## config.mk

```make
export PLATFORM = sky130hd
export DESIGN_NAME = dsw_ctrl
export DESIGN_NICKNAME = d
export VERILOG_FILES = /design/src/hdl/dsw_pkg.sv /design/src/hdl/dsw_ctrl.sv
export SDC_FILE = /design/constraint.sdc
export NUM_CORES = 1
export LEC_CHECK = 0
export ABC_AREA = 1
export BUFFER_PORTS_ARGS = -buffer_cell sky130_fd_sc_hd__buf_4
export CELL_PAD_IN_SITES_DETAIL_PLACEMENT = 2
export CELL_PAD_IN_SITES_GLOBAL_PLACEMENT = 2
export CORE_UTILIZATION = 24
export DETAILED_ROUTE_END_ITERATION = 10
export PLACE_DENSITY = 0.84
export SETUP_SLACK_MARGIN = 0.15
export SLEW_MARGIN = 20
export SYNTH_ARGS = -nofsm -noshare
export SYNTH_HDL_FRONTEND = slang
export SYNTH_SLANG_ARGS = --single-unit
```

## constraint.sdc

```tcl
create_clock -name i_clk -period 3 [get_ports i_clk]
set_clock_uncertainty 0.05 [all_clocks]
set_input_delay 0.3 -clock i_clk [delete_from_list [all_inputs] [get_ports i_clk]]
set_output_delay 0.3 -clock i_clk [all_outputs]
set_load 0.005 [all_outputs]
```

## src/hdl/dsw_pkg.sv

```systemverilog
`default_nettype none

package dsw_pkg;

    localparam int GROUPS      = 16;
    localparam int ORDINATES   = 16;
    localparam int G_W         = 4;
    localparam int O_W         = 4;
    localparam int TAB_DEPTH   = GROUPS * ORDINATES;
    localparam int TAB_AW      = $clog2(TAB_DEPTH);
    localparam int REFL_W      = 17;
    localparam int CFG_IDX_W   = 1;
    localparam int IN_TDATA_W  = 232;
    localparam int OUT_TDATA_W = 64;

    localparam logic [CFG_IDX_W-1:0] CFG_REFL_LEFT  = 1'b0;
    localparam logic [CFG_IDX_W-1:0] CFG_REFL_RIGHT = 1'b1;

    typedef enum logic [3:0] {
        OP_BND,
        OP_READ,
        OP_STLEN,
        OP_MUINC,
        OP_SL,
        OP_SR,
        OP_AA,
        OP_MM,
        OP_AS1,
        OP_MS2,
        OP_MS1,
        OP_AS2,
        OP_DIVL,
        OP_DIVR,
        OP_WB
    } t_op;

    typedef struct packed {
        logic load;
        logic go;
        logic active;
        t_op  op;
    } t_cmd;

    typedef struct packed {
        logic done;
        logic in_ok;
        logic is_cell;
        logic det_zero;
    } t_stat;

endpackage

`default_nettype wire

```

## src/hdl/dsw_ctrl.sv

```systemverilog
`default_nettype none

module dsw_ctrl (
    input  wire logic            i_clk,
    input  wire logic            i_rst_n,
    input  wire logic            i_tvalid,
    output logic                 o_tready,
    input  wire dsw_pkg::t_stat  i_stat,
    output dsw_pkg::t_cmd        o_cmd
);
    import dsw_pkg::*;

    typedef enum logic [1:0] {
        ST_IDLE,
        ST_ISSUE,
        ST_WAIT
    } t_state;

    t_state r_state;
    t_op    r_op;
    logic   n_accept;

    function automatic t_op next_op(input t_op op, input logic det_zero);
        t_op r;
        unique case (op)
            OP_READ:  r = OP_STLEN;
            OP_STLEN: r = OP_MUINC;
            OP_MUINC: r = OP_SL;
            OP_SL:    r = OP_SR;
            OP_SR:    r = OP_AA;
            OP_AA:    r = OP_MM;
            OP_MM:    r = det_zero ? OP_WB : OP_AS1;
            OP_AS1:   r = OP_MS2;
            OP_MS2:   r = OP_MS1;
            OP_MS1:   r = OP_AS2;
            OP_AS2:   r = OP_DIVL;
            OP_DIVL:  r = OP_DIVR;
            default:  r = OP_WB;
        endcase
        return r;
    endfunction

    assign o_tready     = (r_state == ST_IDLE);
    assign n_accept     = i_tvalid && o_tready;
    assign o_cmd.load   = n_accept;
    assign o_cmd.go     = (r_state == ST_ISSUE);
    assign o_cmd.active = (r_state == ST_WAIT);
    assign o_cmd.op     = r_op;

    always_ff @(posedge i_clk) begin
        if (!i_rst_n) begin
            r_state <= ST_IDLE;
            r_op    <= OP_BND;
        end else begin
            unique case (r_state)
                ST_IDLE: begin
                    if (n_accept && i_stat.in_ok) begin
                        r_op    <= i_stat.is_cell ? OP_READ : OP_BND;
                        r_state <= ST_ISSUE;
                    end
                end
                ST_ISSUE: begin
                    r_state <= ST_WAIT;
                end
                ST_WAIT: begin
                    if (i_stat.done) begin
                        if (r_op == OP_BND || r_op == OP_WB) begin
                            r_state <= ST_IDLE;
                        end else begin
                            r_op    <= next_op(r_op, i_stat.det_zero);
                            r_state <= ST_ISSUE;
                        end
                    end
                end
                default: r_state <= ST_IDLE;
            endcase
        end
    end

endmodule

`default_nettype wire

```

# After elaboration in Yosys (flattened, before gate mapping)

Index checks and enable logic that the tools add are counted.

Word-level logic and storage cells: 39
Input port bits: 7
ROM bits: 0
RAM bits: 0
Register bits: 6
Memories kept: 0
Bits in latches: 0
Output and inout bits: 8

Shift operators: 0
Eq/ne operators: 18
Divide/modulo/power cells: 0
Bitwise operators: 0
Mux-type cells: 11
Reductions and logical operators: 8
Multiply operators: 0
$lt $le $gt $ge: 0
$add $sub $neg: 0

Operator list:

| operator                                                                | number |
|---|---|
| 4-bit one-hot mux with 12 select lines                                  | 1 |
| 4-bit equality test, second input constant                              | 6 |
| 4-bit by 3-bit equality test with 1-bit output, second input constant   | 4 |
| 4-bit two-way mux                                                       | 3 |
| 4-bit by 2-bit equality test with 1-bit output, second input constant   | 2 |
| 4-bit one-hot mux with 2 select lines                                   | 1 |
| 2-bit one-hot mux with 3 select lines                                   | 1 |
| 4-bit by 1-bit equality test with 1-bit output, second input constant   | 1 |
| 4-bit logical NOT                                                       | 1 |
| 2-bit two-way mux                                                       | 2 |
| 2-bit inequality test, second input constant                            | 2 |
| 4-bit AND reduction                                                     | 1 |
| 3-bit two-way mux                                                       | 1 |
| 2-bit by 1-bit equality test with 1-bit output, second input constant   | 1 |
| 2-bit equality test, second input constant                              | 1 |
| 1-bit logical AND                                                       | 2 |
| 2-bit logical NOT                                                       | 1 |
| 1-bit two-way mux                                                       | 2 |
| 2-bit by 1-bit inequality test with 1-bit output, second input constant | 1 |
| 2-bit AND reduction                                                     | 1 |
| 2-bit nonzero test                                                      | 1 |
| 1-bit logical OR                                                        | 1 |

# Depth between registers and ports, before layout

Word-level depth: 5
Depth in mapped cells: 9
Gate-level depth less buffers: 9

# Worst setup path before layout

OpenSTA, ideal clock, no wires.

Kind: register to register
Start: reg r_op[1]
End: reg r_op[2]
Clock period less this slack: 1.127 ns
Data required time: 2.837 ns
Setup slack: 1.873 ns
Data arrival time: 0.964 ns
Cell stages (with the launch flop): 10
Library setup time: 0.113 ns
Cell sequence: dfxtp_1 > inv_1 > nor2_1 > nand2_1 > nand2_1 > nand2_2 > nand3_1 > nor2_1 > nor2_1 > nor2_1

Word-level cells in the longest chain between the ends: 5
Elaborated cells between the ends (all ways): 21

RTL lines:

| what                                        | line           | source |
|---|---|---|
| start: declaration                          | dsw_ctrl.sv:20 | `t_op r_op;` |
| start signal: assignment                    | dsw_ctrl.sv:58 | `r_op <= i_stat.is_cell ? OP_READ : OP_BND;` |
| start signal: assignment                    | dsw_ctrl.sv:70 | `r_op <= next_op(r_op, i_stat.det_zero);` |
| 4-bit equality test (tied with other cells) | dsw_ctrl.sv:25 | `unique case (op)` |
| 4-bit one-hot mux with 12 select lines      | dsw_ctrl.sv:25 |  |
| 4-bit two-way mux                           | dsw_ctrl.sv:67 | `if (r_op == OP_BND \|\| r_op == OP_WB) begin` |
| 4-bit two-way mux                           | dsw_ctrl.sv:66 | `if (i_stat.done) begin` |
| 4-bit one-hot mux with 2 select lines       | dsw_ctrl.sv:55 | `unique case (r_state)` |

Parallel ways exist; a longest one is shown, timed or not. The select of a mux whose other input is x is not followed.
A chain may end at the register's enable or synchronous reset.

==> results.cfg <==
[global_route]
grt_pass1_vias = 490
antenna_found_initial = 0
grt_max_degree = 8
gr-usage-all-layers = 0.156
overflow = 0
grt_pass1_wl_mm = 2.13

[die]
num_rows = 14
fp.dieArea_mm2 = 0.00190
io_pins = 15
coreArea_mm2 = 0.00156
die_h_um = 43.6
die_x_um = 43.6
start_util = 0.266

[logic_synthesis]
syn_area_per_cell_um2 = 6.20
netlist_area_um2 = 415
synth_top_area_share = 0.289
synthDistinctLibCells = 19
ys_warn_count = 0
ys_ff_latch = 6
yosysTopAreaCell = dfxtp_1
synth_top_cells_by_area = dfxtp_1 (29%), nor2_1 (14%), nand2_1 (13%)
seq_area_frac_synth = 0.289
netlist_instances = 67
synth_nets = 74

[hold_path]
hold_start = i_rst_n
min_path_type = input pin to flop
min_to = r_state[1]
hold_path_depth = 2

[critical_path]
crit_slowest_cell = dfxtp_1
critPathBufInv = 2
worstRegToRegCells = 9
max_stage_delay_ns = 0.42
path_class = flop to primary output
end_kind = primary output
crit_path_start_kind = flop
cp_cell_sequence = inv_2 -> nor2_4 -> buf_4
regToRegSetupSlack_ns = 1.72
crit_family = flip-flops
rr_startpoint = r_op[0]
crit_fanout = 6
r2r-end = r_op[2]
worst_ep_required_time_ns = 2.65
crit_arrival_ns = 1.08

[drt]
drt-initial-drc-count = 3
first_pass_iters = 6
drc = 2
post_drt_wl_per_cell_um = 12.1
ant_nets = 0
vias = 479
viasPerCell = 4.84
drt_wl_total_mm = 1.20

[place]
gp_congestion = 0.780
portBuffers = 14
place_worst_setup_slack_ns = 1.69
dp.cells = 96
placement.cell_area_um2 = 533
hpwl_um = 998

[clock_network]
h-tree-depth = 1
clk_pin_slew_ns = 0.05
numCtsBuffers = 3
cts-root-buf = clkbuf_4
cts_sinks = 6
postCtsHoldBufs = 0
clockBufferDepth = 2
cts_tree = done
post_cts_buffers = 0
cts_resized = 0
clk_latency_ns = 0.25

[cells_and_area]
final_cells = 99
final_cell_area_um2 = 556
syn_to_final_growth_pct = 33.7
final_nets = 92
antennaDiodeCount = 0
drive_above_1_share = 0.301

[sta]
timing.final.crit_share = 0.477
maxSlewHeadroom = 0.850
finalCriticalPeriod_ns = 1.43
hold_viol_final = 0
rsz0062_at_grt = no
worst_slew_pin_slew_ns = 0.225
slew_viol_final = 0
max_freq_mhz = 698
finalSetupViolCount = 0
setup_ws_ns = 1.57
setup_tns_ns = 0
hold_slack_ns = 0.241

[status]
violations = DRC
status = complete, but fails checks

[power]
power_density_mw_per_mm2 = 399
peakVddDrop_mv = 0.311
leakagePower_nw = 0.276

[flow_run]
cap_violations = 0
## Yosys cell counts (all sizes together)
library cell / instances
o21a: 1
o21ai: 1
buf: 1
a31oi: 1
nor2: 17
nand2: 18
inv: 9
nand4: 1
nor3b: 1
nor3: 1
nand3: 5
a21oi: 5
dfxtp: 6
## how the worst max path moves through the flow
| stage | endpoint | slack, ns | cells after the start | startpoint |
|---|---|---|---|---|
| 2_1_floorplan | r_op[2] | 1.87 | 9 | r_op[1] |
| 3_3_place_gp | r_op[0] | 1.74 | 8 | r_op[0] |
| 3_5_place_dp | r_op[2] | 1.69 | 9 | r_op[0] |
| 4_1_cts | o_cmd[4] | 1.55 | 3 | r_state[1] |
| 5_1_grt | o_cmd[4] | 1.50 | 3 | r_state[1] |
| 6_report | o_cmd[4] | 1.57 | 3 | r_state[1] |
## cells in the final DEF (no fill, tap or decap), drive strengths merged
cell and count:
buf 14, o21a 1, o21ai 1, nand4 1, inv 9, nand2 18
nand3 5, a21oi 5, clkbuf 3, nor2 17, dfxtp 6, nor3 1
nor3b 1, a31oi 1
## metrics by stage
| stage | util | power (mW) |
|---|---|---|
| after floorplan | - | 0.124 |
| after global placement | 0.342 | 0.146 |
| after detailed placement | 0.342 | 0.148 |
| after CTS | 0.356 | 0.228 |
| after global routing | 0.356 | 0.240 |
| final | 0.356 | 0.222 |
## cells by family (layout without fill, tap and decap cells)
kind of cell	count (synthesis)	count (layout)	share of synthesized area
and+or+nand+nor	43	43	0.506
buffers and inverters	10	26	0.0994
AOI/OAI and AO/OA	8	8	0.105
DFF	6	6	0.289
## power by group
group | total (mW) | internal, mW | switching [mW]
clock | 0.0759 | 0.0453 | 0.0306
sequential | 0.0909 | 0.0842 | 0.00673
combinational | 0.0550 | 0.0258 | 0.0293
total | 0.222 | 0.155 | 0.0666
## per-layer routing
metal / track usage / wire, um
met1: 0.198 / 568
met2: 0.239 / 547
met5: 0 / 0
met4: 0.113 / 33
met3: 0.0250 / 49
## worst register-to-register path, stage by stage, from the launching register on
cell     delay, ns
dfxtp_1       0.42
nand2_1       0.16
inv_1         0.08
nand2_1       0.05
nand2_1       0.08
nand2_1       0.05
nor2_1        0.10
nor2_1        0.06
nor2_1        0.08
nor2_1        0.05
## sequential cells by signal, summed over array words and instances, names as in the netlist
signal / cells
r_op: 4
r_state: 2
## final cells by class
| cell class | count | area [um2] |
|---|---|---|
| timing repair buffer | 14 | 105 |
| fill | 189 | 1000 |
| clock buffer | 3 | 22.5 |
| sequential | 6 | 120 |
| tap | 16 | 20.0 |
| inverter | 9 | 33.8 |
| multi-input combinational | 51 | 254 |
(Power assumes the default switching activity.)
